==> src/hw/rtl/dwps_pkg.sv <==
// Shared types and constants for the dual wheel PI speed block.
// Used by the front decoder, the command queue, the back engine and the top level.
`default_nettype none

package dwps_pkg;

    // Input opcodes
    localparam logic [1:0] OP_TICK  = 2'd0;
    localparam logic [1:0] OP_SET   = 2'd1;
    localparam logic [1:0] OP_CLEAR = 2'd2;

    // Configuration register indexes (byte address = 4 * index)
    localparam logic [1:0] REG_GAIN_P       = 2'd0;
    localparam logic [1:0] REG_GAIN_I       = 2'd1;
    localparam logic [1:0] REG_DUTY_CEILING = 2'd2;
    localparam logic [1:0] REG_STALL_TICKS  = 2'd3;

    // Reset values of the configuration registers
    localparam logic [15:0] GAIN_P_RST       = 16'd2048;
    localparam logic [15:0] GAIN_I_RST       = 16'd2048;
    localparam logic [9:0]  DUTY_CEILING_RST = 10'd900;
    localparam logic [7:0]  STALL_TICKS_RST  = 8'd10;

    // Fixed-point constants
    localparam int              ACC_FRAC  = 18;
    localparam logic signed [15:0] ONE_SPEED = 16'sd16;
    localparam logic [7:0]      STALL_MAX = 8'd255;

    // Command queue depth between front and back
    localparam int QUEUE_DEPTH = 2;

    typedef enum logic [1:0] {
        CMD_TICK,
        CMD_SET,
        CMD_CLEAR,
        CMD_IGNORE
    } cmd_kind_t;

    typedef struct packed {
        cmd_kind_t          kind;
        logic               wheel;
        logic signed [15:0] target;
        logic signed [15:0] meas;
    } cmd_t;

    typedef struct packed {
        logic [15:0] gain_p;
        logic [15:0] gain_i;
        logic [9:0]  duty_ceiling;
        logic [7:0]  stall_ticks;
    } cfg_t;

    // Result item, out_wheel in bit 0
    typedef struct packed {
        logic       fault;
        logic       stop_all;
        logic [9:0] duty;
        logic       duty_write;
        logic       out_wheel;
    } res_t;

    typedef enum logic [1:0] {
        ST_IDLE,
        ST_MUL,
        ST_ACC
    } back_state_t;

endpackage

`default_nettype wire

==> src/hw/rtl/dwps_front.sv <==
// Front end: accepts input requests and classifies them into queue commands.
// Depends on dwps_pkg.
`default_nettype none

module dwps_front #(
    parameter int WHEEL_COUNT = 2
) (
    input  wire logic         s_tvalid,
    output logic              s_tready,
    input  wire logic [1:0]   s_tuser,   // opcode
    input  wire logic [39:0]  s_tdata,   // wheel, target_speed, measured_speed, pad
    input  wire logic         q_full,
    output logic              q_push,
    output dwps_pkg::cmd_t    q_cmd
);
    import dwps_pkg::*;

    logic wheel_ok;

    assign s_tready = !q_full;
    assign q_push   = s_tvalid && !q_full;
    assign wheel_ok = 32'(s_tdata[0]) < WHEEL_COUNT;

    always_comb begin
        q_cmd.wheel  = s_tdata[0];
        q_cmd.target = s_tdata[16:1];
        q_cmd.meas   = s_tdata[32:17];
        unique case (s_tuser)
            OP_TICK:  q_cmd.kind = CMD_TICK;
            OP_SET:   q_cmd.kind = CMD_SET;
            OP_CLEAR: q_cmd.kind = CMD_CLEAR;
            default:  q_cmd.kind = CMD_IGNORE;
        endcase
        // mark requests for wheels that do not exist as ignored
        if (!wheel_ok) begin
            q_cmd.kind = CMD_IGNORE;
        end
    end

endmodule

`default_nettype wire

==> src/hw/rtl/dwps_queue.sv <==
// Short command FIFO between the front decoder and the back engine.
// Depends on dwps_pkg.
`default_nettype none

module dwps_queue (
    input  wire logic           aclk,
    input  wire logic           aresetn,
    input  wire logic           push,
    input  wire dwps_pkg::cmd_t push_cmd,
    output logic                full,
    input  wire logic           pop,
    output logic                not_empty,
    output dwps_pkg::cmd_t      head_cmd
);
    import dwps_pkg::*;

    localparam int PTR_W = (QUEUE_DEPTH > 1) ? $clog2(QUEUE_DEPTH) : 1;

    cmd_t             entry_reg [QUEUE_DEPTH];
    logic [PTR_W-1:0] wr_ptr_reg;
    logic [PTR_W-1:0] rd_ptr_reg;
    logic [PTR_W:0]   count_reg;
    logic             do_push;
    logic             do_pop;

    assign full      = count_reg == (PTR_W+1)'(QUEUE_DEPTH);
    assign not_empty = count_reg != '0;
    assign head_cmd  = entry_reg[rd_ptr_reg];
    assign do_push   = push && !full;
    assign do_pop    = pop && not_empty;

    always_ff @(posedge aclk) begin
        if (!aresetn) begin
            wr_ptr_reg <= '0;
            rd_ptr_reg <= '0;
            count_reg  <= '0;
        end else begin
            if (do_push) begin
                wr_ptr_reg <= (wr_ptr_reg == PTR_W'(QUEUE_DEPTH - 1)) ? '0 : wr_ptr_reg + 1'b1;
            end
            if (do_pop) begin
                rd_ptr_reg <= (rd_ptr_reg == PTR_W'(QUEUE_DEPTH - 1)) ? '0 : rd_ptr_reg + 1'b1;
            end
            if (do_push && !do_pop) begin
                count_reg <= count_reg + 1'b1;
            end else if (do_pop && !do_push) begin
                count_reg <= count_reg - 1'b1;
            end
        end
    end

    always_ff @(posedge aclk) begin
        if (do_push) begin
            entry_reg[wr_ptr_reg] <= push_cmd;
        end
    end

endmodule

`default_nettype wire

==> src/hw/rtl/dwps_back.sv <==
// Back engine: executes queued commands against the per-wheel PI state and
// drives the registered result channel. Depends on dwps_pkg.
`default_nettype none

module dwps_back #(
    parameter int WHEEL_COUNT = 2
) (
    input  wire logic           aclk,
    input  wire logic           aresetn,
    input  wire dwps_pkg::cfg_t cfg,
    input  wire logic           q_valid,
    input  wire dwps_pkg::cmd_t q_cmd,
    output logic                q_pop,
    output logic                m_tvalid,
    input  wire logic           m_tready,
    output logic [15:0]         m_tdata    // out_wheel, duty_write, duty[9:0], stop_all, fault
);
    import dwps_pkg::*;

    localparam int WIDX = (WHEEL_COUNT > 1) ? $clog2(WHEEL_COUNT) : 1;

    // per-wheel state
    logic signed [15:0] target_reg [WHEEL_COUNT];
    logic [27:0]        acc_reg    [WHEEL_COUNT];
    logic signed [16:0] perr_reg   [WHEEL_COUNT];
    logic [7:0]         cnt_reg    [WHEEL_COUNT];
    logic               latch_reg;

    back_state_t state_reg, state_next;

    // tick pipeline
    cmd_t               cur_reg;
    logic signed [16:0] e_reg;
    logic signed [17:0] de_reg;
    logic signed [34:0] prod_p_reg;
    logic signed [33:0] prod_i_reg;

    logic               m_valid_reg;
    res_t               m_data_reg;

    logic [WIDX-1:0]    qidx;
    logic [WIDX-1:0]    cidx;
    logic               out_free;
    logic               tick_active;
    logic signed [16:0] e_next;
    logic signed [17:0] de_next;
    logic signed [34:0] prod_p_next;
    logic signed [33:0] prod_i_next;
    logic signed [35:0] delta_sum;
    logic signed [38:0] acc_sum;
    logic signed [38:0] acc_top;
    logic signed [38:0] acc_clamped;
    logic signed [10:0] ceil_m1;
    logic signed [38:0] acc_thr;
    logic [27:0]        acc_new;
    logic               stall_cond;
    logic [7:0]         cnt_inc;
    logic               trip;
    logic               res_load;
    res_t               res_next;
    logic               cnt_any;

    assign qidx     = WIDX'(q_cmd.wheel);
    assign cidx     = WIDX'(cur_reg.wheel);
    assign out_free = !m_valid_reg || m_tready;
    assign m_tvalid = m_valid_reg;
    assign m_tdata  = {2'b00, m_data_reg};

    assign tick_active = (q_cmd.kind == CMD_TICK) && !latch_reg && (target_reg[qidx] != '0);
    assign e_next  = {target_reg[qidx][15], target_reg[qidx]} - {q_cmd.meas[15], q_cmd.meas};
    assign de_next = {e_next[16], e_next} - {perr_reg[qidx][16], perr_reg[qidx]};

    assign prod_p_next = $signed({1'b0, cfg.gain_p}) * de_reg;
    assign prod_i_next = $signed({1'b0, cfg.gain_i}) * e_reg;

    // accumulate, clamp to [0, ceiling] and test the stall threshold
    always_comb begin
        delta_sum = {prod_p_reg[34], prod_p_reg} + {{2{prod_i_reg[33]}}, prod_i_reg};
        acc_sum   = $signed({11'b0, acc_reg[cidx]}) + $signed({delta_sum[35], delta_sum, 2'b00});
        acc_top   = $signed({11'b0, cfg.duty_ceiling, 18'b0});
        if (acc_sum[38]) begin
            acc_clamped = '0;
        end else if (acc_sum > acc_top) begin
            acc_clamped = acc_top;
        end else begin
            acc_clamped = acc_sum;
        end
        acc_new    = acc_clamped[27:0];
        ceil_m1    = $signed({1'b0, cfg.duty_ceiling}) - 11'sd1;
        acc_thr    = $signed({{10{ceil_m1[10]}}, ceil_m1, 18'b0});
        stall_cond = (acc_clamped >= acc_thr) && ($signed(cur_reg.meas) < ONE_SPEED);
        cnt_inc    = (cnt_reg[cidx] == STALL_MAX) ? STALL_MAX : cnt_reg[cidx] + 8'd1;
        trip       = stall_cond && (cnt_inc >= cfg.stall_ticks);
    end

    always_comb begin
        cnt_any = 1'b0;
        for (int w = 0; w < WHEEL_COUNT; w++) begin
            cnt_any = cnt_any || (cnt_reg[w] != '0);
        end
    end

    always_comb begin
        state_next = state_reg;
        q_pop      = 1'b0;
        res_load   = 1'b0;
        res_next   = '0;
        unique case (state_reg)
            ST_IDLE: begin
                if (q_valid && out_free) begin
                    q_pop = 1'b1;
                    if (tick_active) begin
                        state_next = ST_MUL;
                    end else begin
                        res_load            = 1'b1;
                        res_next.out_wheel  = q_cmd.wheel;
                        res_next.duty_write = (q_cmd.kind == CMD_SET) && (q_cmd.target == '0);
                        res_next.fault      = (q_cmd.kind == CMD_CLEAR) ? 1'b0 : latch_reg;
                    end
                end
            end
            ST_MUL: begin
                state_next = ST_ACC;
            end
            ST_ACC: begin
                if (out_free) begin
                    res_load            = 1'b1;
                    res_next.out_wheel  = cur_reg.wheel;
                    res_next.duty_write = 1'b1;
                    res_next.duty       = trip ? '0 : acc_new[27:ACC_FRAC];
                    res_next.stop_all   = trip;
                    res_next.fault      = trip || latch_reg;
                    state_next          = ST_IDLE;
                end
            end
            default: begin
                state_next = ST_IDLE;
            end
        endcase
    end

    always_ff @(posedge aclk) begin
        if (!aresetn) begin
            state_reg   <= ST_IDLE;
            m_valid_reg <= 1'b0;
            latch_reg   <= 1'b0;
            for (int w = 0; w < WHEEL_COUNT; w++) begin
                target_reg[w] <= '0;
                acc_reg[w]    <= '0;
                perr_reg[w]   <= '0;
                cnt_reg[w]    <= '0;
            end
        end else begin
            state_reg <= state_next;
            if (res_load) begin
                m_valid_reg <= 1'b1;
            end else if (m_tready) begin
                m_valid_reg <= 1'b0;
            end
            if (q_pop) begin
                case (q_cmd.kind)
                    CMD_SET: begin
                        target_reg[qidx] <= q_cmd.target;
                        if (q_cmd.target == '0) begin
                            acc_reg[qidx]  <= '0;
                            perr_reg[qidx] <= '0;
                        end
                    end
                    CMD_CLEAR: begin
                        latch_reg <= 1'b0;
                        for (int w = 0; w < WHEEL_COUNT; w++) begin
                            cnt_reg[w] <= '0;
                        end
                    end
                    default: begin
                    end
                endcase
            end
            if (state_reg == ST_ACC && out_free) begin
                if (trip) begin
                    latch_reg <= 1'b1;
                    for (int w = 0; w < WHEEL_COUNT; w++) begin
                        target_reg[w] <= '0;
                        acc_reg[w]    <= '0;
                        perr_reg[w]   <= '0;
                        cnt_reg[w]    <= '0;
                    end
                end else begin
                    acc_reg[cidx]  <= acc_new;
                    perr_reg[cidx] <= e_reg;
                    cnt_reg[cidx]  <= stall_cond ? cnt_inc : 8'd0;
                end
            end
        end
    end

    // payload registers
    always_ff @(posedge aclk) begin
        if (res_load) begin
            m_data_reg <= res_next;
        end
        if (q_pop && tick_active) begin
            cur_reg <= q_cmd;
            e_reg   <= e_next;
            de_reg  <= de_next;
        end
        if (state_reg == ST_MUL) begin
            prod_p_reg <= prod_p_next;
            prod_i_reg <= prod_i_next;
        end
    end

    // a latched fault leaves every stall counter at zero
    a_latch_counts: assert property (@(posedge aclk) disable iff (!aresetn)
        latch_reg |-> !cnt_any)
        else $error("stall counter nonzero while fault latched");

    a_mul_to_acc: assert property (@(posedge aclk) disable iff (!aresetn)
        (state_reg == ST_MUL) |=> (state_reg == ST_ACC))
        else $error("multiply stage not followed by accumulate");

    a_acc_hold: assert property (@(posedge aclk) disable iff (!aresetn)
        (state_reg == ST_ACC && !out_free) |=> (state_reg == ST_ACC) && $stable(e_reg))
        else $error("accumulate stage lost its operands while stalled");

    a_stop_result: assert property (@(posedge aclk) disable iff (!aresetn)
        (m_valid_reg && m_data_reg.stop_all) |->
            (m_data_reg.fault && m_data_reg.duty_write && (m_data_reg.duty == '0)))
        else $error("stop result without fault and zero duty");

endmodule

`default_nettype wire

==> src/hw/rtl/dual_wheel_pi_speed_with_stall_trip.sv <==
// Top level of the dual wheel PI speed controller with stall trip.
// Holds the APB register file; instantiates dwps_front, dwps_queue and dwps_back.
//
// Usage:
//   s_* channel: one request per handshake. s_tuser carries the opcode
//     (tick, set target, clear fault); s_tdata carries wheel and speeds.
//   m_* channel: exactly one result per request, in request order, from an
//     output register: wheel, duty_write, duty, stop_all, fault.
//   APB port: gain_p, gain_i, duty_ceiling, stall_ticks at 0x0/0x4/0x8/0xC.
//     Write only while no request is in flight.
// Result path, queue empty: set target, clear fault and inactive ticks go from
//   the queue head straight into the output register; an active tick first passes
//   its stages in order (queue and error, multiply, accumulate/clamp).
// The back engine takes its next command only when idle with the output register
//   free, after an active tick's multiply and accumulate states; the two-entry queue
//   lets the input side keep accepting while the engine works.
// Reset: targets, accumulators, errors, counters and the fault latch clear,
//   the registers take their reset values, the queue empties.
// Receiver stall: the result holds in the output register, the engine waits,
//   and requests back up into the queue until s_tready drops.
`default_nettype none

module dual_wheel_pi_speed_with_stall_trip #(
    parameter int WHEEL_COUNT = 2
) (
    input  wire logic        aclk,
    input  wire logic        aresetn,
    // request channel
    input  wire logic        s_tvalid,
    output logic             s_tready,
    input  wire logic [1:0]  s_tuser,   // [1:0] opcode
    input  wire logic [39:0] s_tdata,   // [0] wheel, [16:1] target_speed,
                                        // [32:17] measured_speed, [39:33] zero
    // result channel
    output logic             m_tvalid,
    input  wire logic        m_tready,
    output logic [15:0]      m_tdata,   // [0] out_wheel, [1] duty_write, [11:2] duty,
                                        // [12] stop_all, [13] fault, [15:14] zero
    // configuration port
    input  wire logic        psel,
    input  wire logic        penable,
    input  wire logic        pwrite,
    input  wire logic [3:0]  paddr,
    input  wire logic [31:0] pwdata,
    output logic [31:0]      prdata,
    output logic             pready
);
    import dwps_pkg::*;

    cfg_t cfg_reg;
    logic cfg_write;
    cmd_t front_cmd;
    cmd_t head_cmd;
    logic q_push;
    logic q_full;
    logic q_pop;
    logic q_not_empty;

    assign pready    = 1'b1;
    assign cfg_write = psel && penable && pwrite;

    // register writes, decoded on the word address
    always_ff @(posedge aclk) begin
        if (!aresetn) begin
            cfg_reg.gain_p       <= GAIN_P_RST;
            cfg_reg.gain_i       <= GAIN_I_RST;
            cfg_reg.duty_ceiling <= DUTY_CEILING_RST;
            cfg_reg.stall_ticks  <= STALL_TICKS_RST;
        end else if (cfg_write) begin
            unique case (paddr[3:2])
                REG_GAIN_P:       cfg_reg.gain_p       <= pwdata[15:0];
                REG_GAIN_I:       cfg_reg.gain_i       <= pwdata[15:0];
                REG_DUTY_CEILING: cfg_reg.duty_ceiling <= pwdata[9:0];
                REG_STALL_TICKS:  cfg_reg.stall_ticks  <= pwdata[7:0];
                default: begin
                end
            endcase
        end
    end

    // register reads, zero-extended
    always_comb begin
        unique case (paddr[3:2])
            REG_GAIN_P:       prdata = {16'b0, cfg_reg.gain_p};
            REG_GAIN_I:       prdata = {16'b0, cfg_reg.gain_i};
            REG_DUTY_CEILING: prdata = {22'b0, cfg_reg.duty_ceiling};
            REG_STALL_TICKS:  prdata = {24'b0, cfg_reg.stall_ticks};
            default:          prdata = '0;
        endcase
    end

    // classify requests
    dwps_front #(
        .WHEEL_COUNT (WHEEL_COUNT)
    ) u_front (
        .s_tvalid (s_tvalid),
        .s_tready (s_tready),
        .s_tuser  (s_tuser),
        .s_tdata  (s_tdata),
        .q_full   (q_full),
        .q_push   (q_push),
        .q_cmd    (front_cmd)
    );

    // decouple front and back
    dwps_queue u_queue (
        .aclk      (aclk),
        .aresetn   (aresetn),
        .push      (q_push),
        .push_cmd  (front_cmd),
        .full      (q_full),
        .pop       (q_pop),
        .not_empty (q_not_empty),
        .head_cmd  (head_cmd)
    );

    // execute commands and drive results
    dwps_back #(
        .WHEEL_COUNT (WHEEL_COUNT)
    ) u_back (
        .aclk     (aclk),
        .aresetn  (aresetn),
        .cfg      (cfg_reg),
        .q_valid  (q_not_empty),
        .q_cmd    (head_cmd),
        .q_pop    (q_pop),
        .m_tvalid (m_tvalid),
        .m_tready (m_tready),
        .m_tdata  (m_tdata)
    );

endmodule

`default_nettype wire

==> config.mk <==
export PLATFORM = sky130hd
export DESIGN_NAME = dual_wheel_pi_speed_with_stall_trip
export DESIGN_NICKNAME = d
export VERILOG_FILES = /design/src/hw/rtl/dwps_pkg.sv /design/src/hw/rtl/dwps_front.sv /design/src/hw/rtl/dwps_queue.sv /design/src/hw/rtl/dwps_back.sv /design/src/hw/rtl/dual_wheel_pi_speed_with_stall_trip.sv
export SDC_FILE = /design/constraint.sdc
export NUM_CORES = 2
export LEC_CHECK = 0
export ABC_AREA = 1
export BUFFER_PORTS_ARGS = -buffer_cell sky130_fd_sc_hd__buf_2
export CAP_MARGIN = 15
export CELL_PAD_IN_SITES_DETAIL_PLACEMENT = 0
export CELL_PAD_IN_SITES_GLOBAL_PLACEMENT = 1
export CORE_UTILIZATION = 54
export DETAILED_ROUTE_END_ITERATION = 6
export PLACE_DENSITY = 0.87
export SLEW_MARGIN = 20
export SYNTH_ARGS = -nofsm -noshare
export SYNTH_HDL_FRONTEND = slang
export SYNTH_SLANG_ARGS = --single-unit
export TNS_END_PERCENT = 30
==> constraint.sdc <==
create_clock -name aclk -period 15.43 [get_ports aclk]
set_input_delay 3.8575 -clock aclk [delete_from_list [all_inputs] [get_ports aclk]]
set_output_delay 3.8575 -clock aclk [all_outputs]
set_load 0.1 [all_outputs]
# After elaboration in Yosys (flattened, before gate mapping)
# Memory sizes are Yosys's and may differ from the RTL's. A register that Yosys moved wholly into a read port is not among the register bits.
# Cells that the tools add are included.
# totals
reg_bits	193
ram_bits	208
input_bits	85
output_inout_bits	51
word_cells	202
memories	5
# classes
addsub	10
n_mul	2
magnitude_cmp	4
eq_ne	14
mux	90
bitwise	12
reduce_logical	44
# memory_table
name	words	word_bits	rd	rd_ports_with_merged_regs	write_ports	line	source
u_queue.entry_reg	2	35	1	1	1	dwps_queue.sv:19	cmd_t entry_reg [QUEUE_DEPTH];
u_back.acc_reg	2	28	1	1	2	dwps_back.sv:24	logic [27:0] acc_reg [WHEEL_COUNT];
u_back.perr_reg	2	17	1	0	2	dwps_back.sv:25	logic signed [16:0] perr_reg [WHEEL_COUNT];
u_back.target_reg	2	16	1	0	2	dwps_back.sv:23	logic signed [15:0] target_reg [WHEEL_COUNT];
u_back.cnt_reg	2	8	1	1	2	dwps_back.sv:26	logic [7:0] cnt_reg [WHEEL_COUNT];
# op_table
cell	count
case mux 32 bit (4 select lines)	1
2-to-1 mux 28 bit	4
2-to-1 mux 38 bit	2
2-to-1 mux 17 bit	4
2-to-1 mux 8 bit	7
OR reduction 28 bit	2
2-to-1 mux 1 bit	55
2-to-1 mux 16 bit	3
adder 29 x 38 -> 39 bit	1
greater-or-equal comparator 39 x 29 -> 1 bit	1
> comparator 39 x 29 -> 1 bit	1
adder 35 x 34 -> 36 bit	1
multiplier 17 x 18 -> 35 bit	1
multiplier 17 x 17 -> 34 bit	1
OR reduction 17 bit	2
subtractor 17 x 17 -> 18 bit	1
subtractor 16 x 16 -> 17 bit	1
zero test 16 bit	1
less-than comparator 16 x 6 -> 1 bit, second input constant	1
nonzero test 16 bit	1
OR reduction 16 bit	1
logical AND 1 bit	15
2-to-1 mux 14 bit	1
2-to-1 mux 2 bit	7
24 further kinds	61

# Longest topological paths before layout
# logic_depth
ltp_word	15
mapped_depth	58
mapped_depth_nobuf	56

# By module
# Synthesis repeated with hierarchy kept, for this count alone.
# hier_totals
cells_unflattened	5169
hier_area_um2	43489.2
# by_module_without_submodules
mod	n_inst	cells_each	area_each_um2	seq_area_each_um2
dwps_back	1	4615	37841.3	8177.8
dwps_queue	1	146	2925.3	2202.1
dual_wheel_pi_speed_with_stall_trip	1	370	2453.6	1001.0
dwps_front	1	38	269.0	0.0

# Least setup slack after synthesis
# OpenSTA, ideal clock, no wires.
# synth_path
path_type	input to output
from	input port paddr[2]
to	output port prdata[10]
arrival_time_ns	6.271
t_required_ns	11.573
slack_ns	5.301
stages	4
n_path_buf	0
path_cell_list	inv_1 > nor2_1 > inv_1 > o21ai_0
# synth_via
elab_chain_len	2
word_cells_on_any_way	5
classes_between	eq/ne: 3; mux: 1; reduce/logical: 1
# synth_rtl
item	line	source
from (decl)	dual_wheel_pi_speed_with_stall_trip.sv:43	input wire logic [3:0] paddr,
equality test 2 bit, or another cell as far along	dual_wheel_pi_speed_with_stall_trip.sv:83	unique case (paddr[3:2])
case mux 32 bit (4 select lines) (*)	dual_wheel_pi_speed_with_stall_trip.sv:83	
to (decl)	dual_wheel_pi_speed_with_stall_trip.sv:45	output logic [31:0] prdata,
# Mark *: on every way between the ends. The rest lies on a longest branch, timed or not. The select of a mux whose other input is x is not followed.

==> impl_metrics.yaml <==
route:
  via_per_inst: 5.19
  drt_pass1_iterations: 5
  ant_nets: 0
  drt_wl_total_mm: 106
  drt_iter0_markers: 2152
  routedWlPerCell_um: 17.6
  drc: 0
  vias: 31400
die:
  core-area_mm2: 0.0776
  dieHeight_um: 282
  ioPinCount: 136
  die_x_um: 282
  start_util: 0.546
  rows: 102
  die-area_mm2: 0.0796
worst_setup_path:
  rr_worst_depth: 55
  arrival_ns: 11.07
  cp_common_cell: "nand2_1"
  crit_fanout: 46
  crit_required_ns: 15.64
  cp-end-kind: "flip-flop"
  critPathKind: "reg -> reg"
  crit_path_top_delay_cell: "buf_4"
  cpPeakStageDelay_ns: 0.59
  worstSetupStartpointType: "flip-flop"
power_and_ir_drop:
  vdd_drop_max_mv: 0.115
  clkPwrFrac: 0.170
  cellLeakagePower_nw: 23.3
  swShare: 0.481
  intPower_mw: 3.42
  power_switching_mw: 3.18
  sequentialPowerShare: 0.256
  p_comb_frac: 0.574
  power.density_mw_per_mm2: 146
finish:
  area_growth_pct: 6.70
  largest_register_ffs: 70
  nets: 5916
  stdcell_area_mm2: 0.0452
  fin_cells: 6049
  drive_gt1_frac: 0.0593
cts:
  clockBufferDepth: 3
  clkLatencyLatePin_ns: 0.62
  h-tree-depth: 2
  clock-sinks: 399
  path_clk_slew_ns: 0.06
  post_cts_buffers: 0
  cts-resized-gates: 0
  cts_tree: "done"
  postCtsHoldBufs: 0
  clk_root_buffer_cell: "clkbuf_16"
  cts_buffers: 46
grt:
  antenna_found_initial: 2
  grt_remaining_overflow: 0
  grt_pass1_vias: 30700
  grt_pass1_wl_mm: 168
  track_usage: 0.275
  grt_max_degree: 70
sta:
  final_max_slew_viol_count: 0
  setup_violations: 0
  max_slew_margin: 0.263
  rsz0062_at_grt: "no"
  fin_crit_sh: 0.704
  fmax_mhz: 92.1
  hold_viol_final: 0
  finalSetupTns_ns: 0
  fin_crit_ns: 10.86
  finalClockSkew_ns: 0.0447
  worst_pin_slew_ns: 1.10
  fin_hold_ws_ns: 0.493
logic_synthesis:
  synth.most_common_cell: "nand2_1"
  synth_top_area_cell: "edfxtp_1"
  syn_area_per_cell_um2: 8.54
  syn_area_mm2: 0.0424
  ys_seq_elements: 399
  synth_top_area_share: 0.240
  synth-seq-area-share: 0.268
  synth_warnings: 0
  ys_types: 54
  yosys-top-cells-area: "edfxtp_1, fa_1, nand2_1, ha_1, inv_1"
  ys_async_sr_fraction: 0
  synthTopCellsByCount: "nand2_1, inv_1, fa_1"
  synthFlopType: "edfxtp_1"
  syn_inst: 4966
  synth_edf_count: 339
worst_hold_path:
  holdCritPathClass: "reg -> reg"
  min_path_cells: 2
place:
  postPlaceCellArea_mm2: 0.0437
  dp_hpwl_mm: 85.0
  portBuffers: 91
  dp.cells: 5962
  place.gp.congestion: 0.939
run_status:
  status: "complete, no violations"
job:
  timing.max_cap.violations: 0
-- power by group through the flow --
stage	Sequential, mW	Combinational (mW)	Clock (mW)
after floorplan	1.64	2.78	0
after global placement	1.70	3.70	0
after detailed placement	1.70	3.75	0
after CTS	1.68	3.79	1.14
after global routing	1.70	4.26	1.17
final	1.69	3.79	1.12
-- layer usage --
| metal | wire, um | part of all wire | vias up | track usage |
|---|---|---|---|---|
| met2 | 49100 | 0.46 | 890 | 0.444 |
| met3 | 7400 | 0.070 | 153 | 0.0407 |
| met4 | 3730 | 0.035 | 4 | 0.0902 |
| li1 | - | - | 15100 | - |
| met5 | 27 | 0.00025 | - | 0 |
| met1 | 46000 | 0.43 | 15300 | 0.380 |
-- placed cells by master, fill, tap and decap left out, types with 5 or more instances in the layout --
cell	n
o21ai_0	143
o21a_1	8
nand4_1	25
ha_1	355
buf_4	34
buf_2	91
nor3_1	16
nand3_1	90
dfxtp_1	59
o211ai_1	15
a21oi_1	181
clkbuf_8	7
conb_1	30
nor2_1	326
a21boi_0	6
edfxtp_1	339
clkbuf_1	5
nor2_4	5
or2_2	26
mux2i_1	39
clkinv_1	5
xor2_1	96
fa_1	506
xnor2_1	50
clkbuf_16	46
o21bai_1	16
o2111ai_1	8
nor2_2	7
mux2_2	25
a31oi_1	11
clkinv_2	14
inv_1	1141
nand3b_1	7
nand2_2	12
nand2_1	1194
nor4_1	9
-- layout make-up --
class | count | area, um2
diodes | 1 | 2.50
clock buffers | 58 | 1270
clock inverters | 28 | 298
fillers | 7083 | 32400
inverters | 1148 | 4310
multi-input cells | 3250 | 26000
flip-flops and latches | 399 | 11400
well taps | 1040 | 1300
repair buffers | 125 | 711
-- through the flow --
stage                     worst slack (ns)  total power [mW]   util
after global placement                4.74              5.40  0.563
after floorplan                       5.30              4.42      -
final                                 4.57              6.60  0.583
after CTS                             4.60              6.61  0.583
after detailed placement              4.72              5.46  0.563
after global routing                  3.56              7.13  0.583
-- logic make-up after synthesis --
family / count (synthesis) / synth area share
AOI/OAI and AO/OA: 413 / 0.0542
xor gates and xnor gates: 146 / 0.0302
adders and majority gates: 861 / 0.344
buffers and inverters: 1345 / 0.122
DFF: 399 / 0.268
muxes: 64 / 0.0158
other: 2 / 0.000177
and+or+nand+nor: 1736 / 0.165
-- worst paths after layout --
kind                                            from              endpoint  slack [ns]
worst max-delay path            u_back.prod_p_reg[0]  u_back.acc_reg[0][4]        4.57
worst min-delay path            u_queue.count_reg[1]  u_queue.count_reg[1]        0.49
worst max register to register  u_back.prod_p_reg[0]  u_back.acc_reg[0][4]        4.57
worst min register to register  u_queue.count_reg[1]  u_queue.count_reg[1]        0.49
-- worst max-delay path, delay by kind of cell (launching register included) --
family	cells	cell delay, ns
and+or+nand+nor	33	4.87
adders and majority gates	5	1.66
AOI/OAI and AO/OA	8	1.45
buffers and inverters	6	1.15
xor gates and xnor gates	3	0.88
DFF	1	0.33
Power figures use the tool's default switching activity.
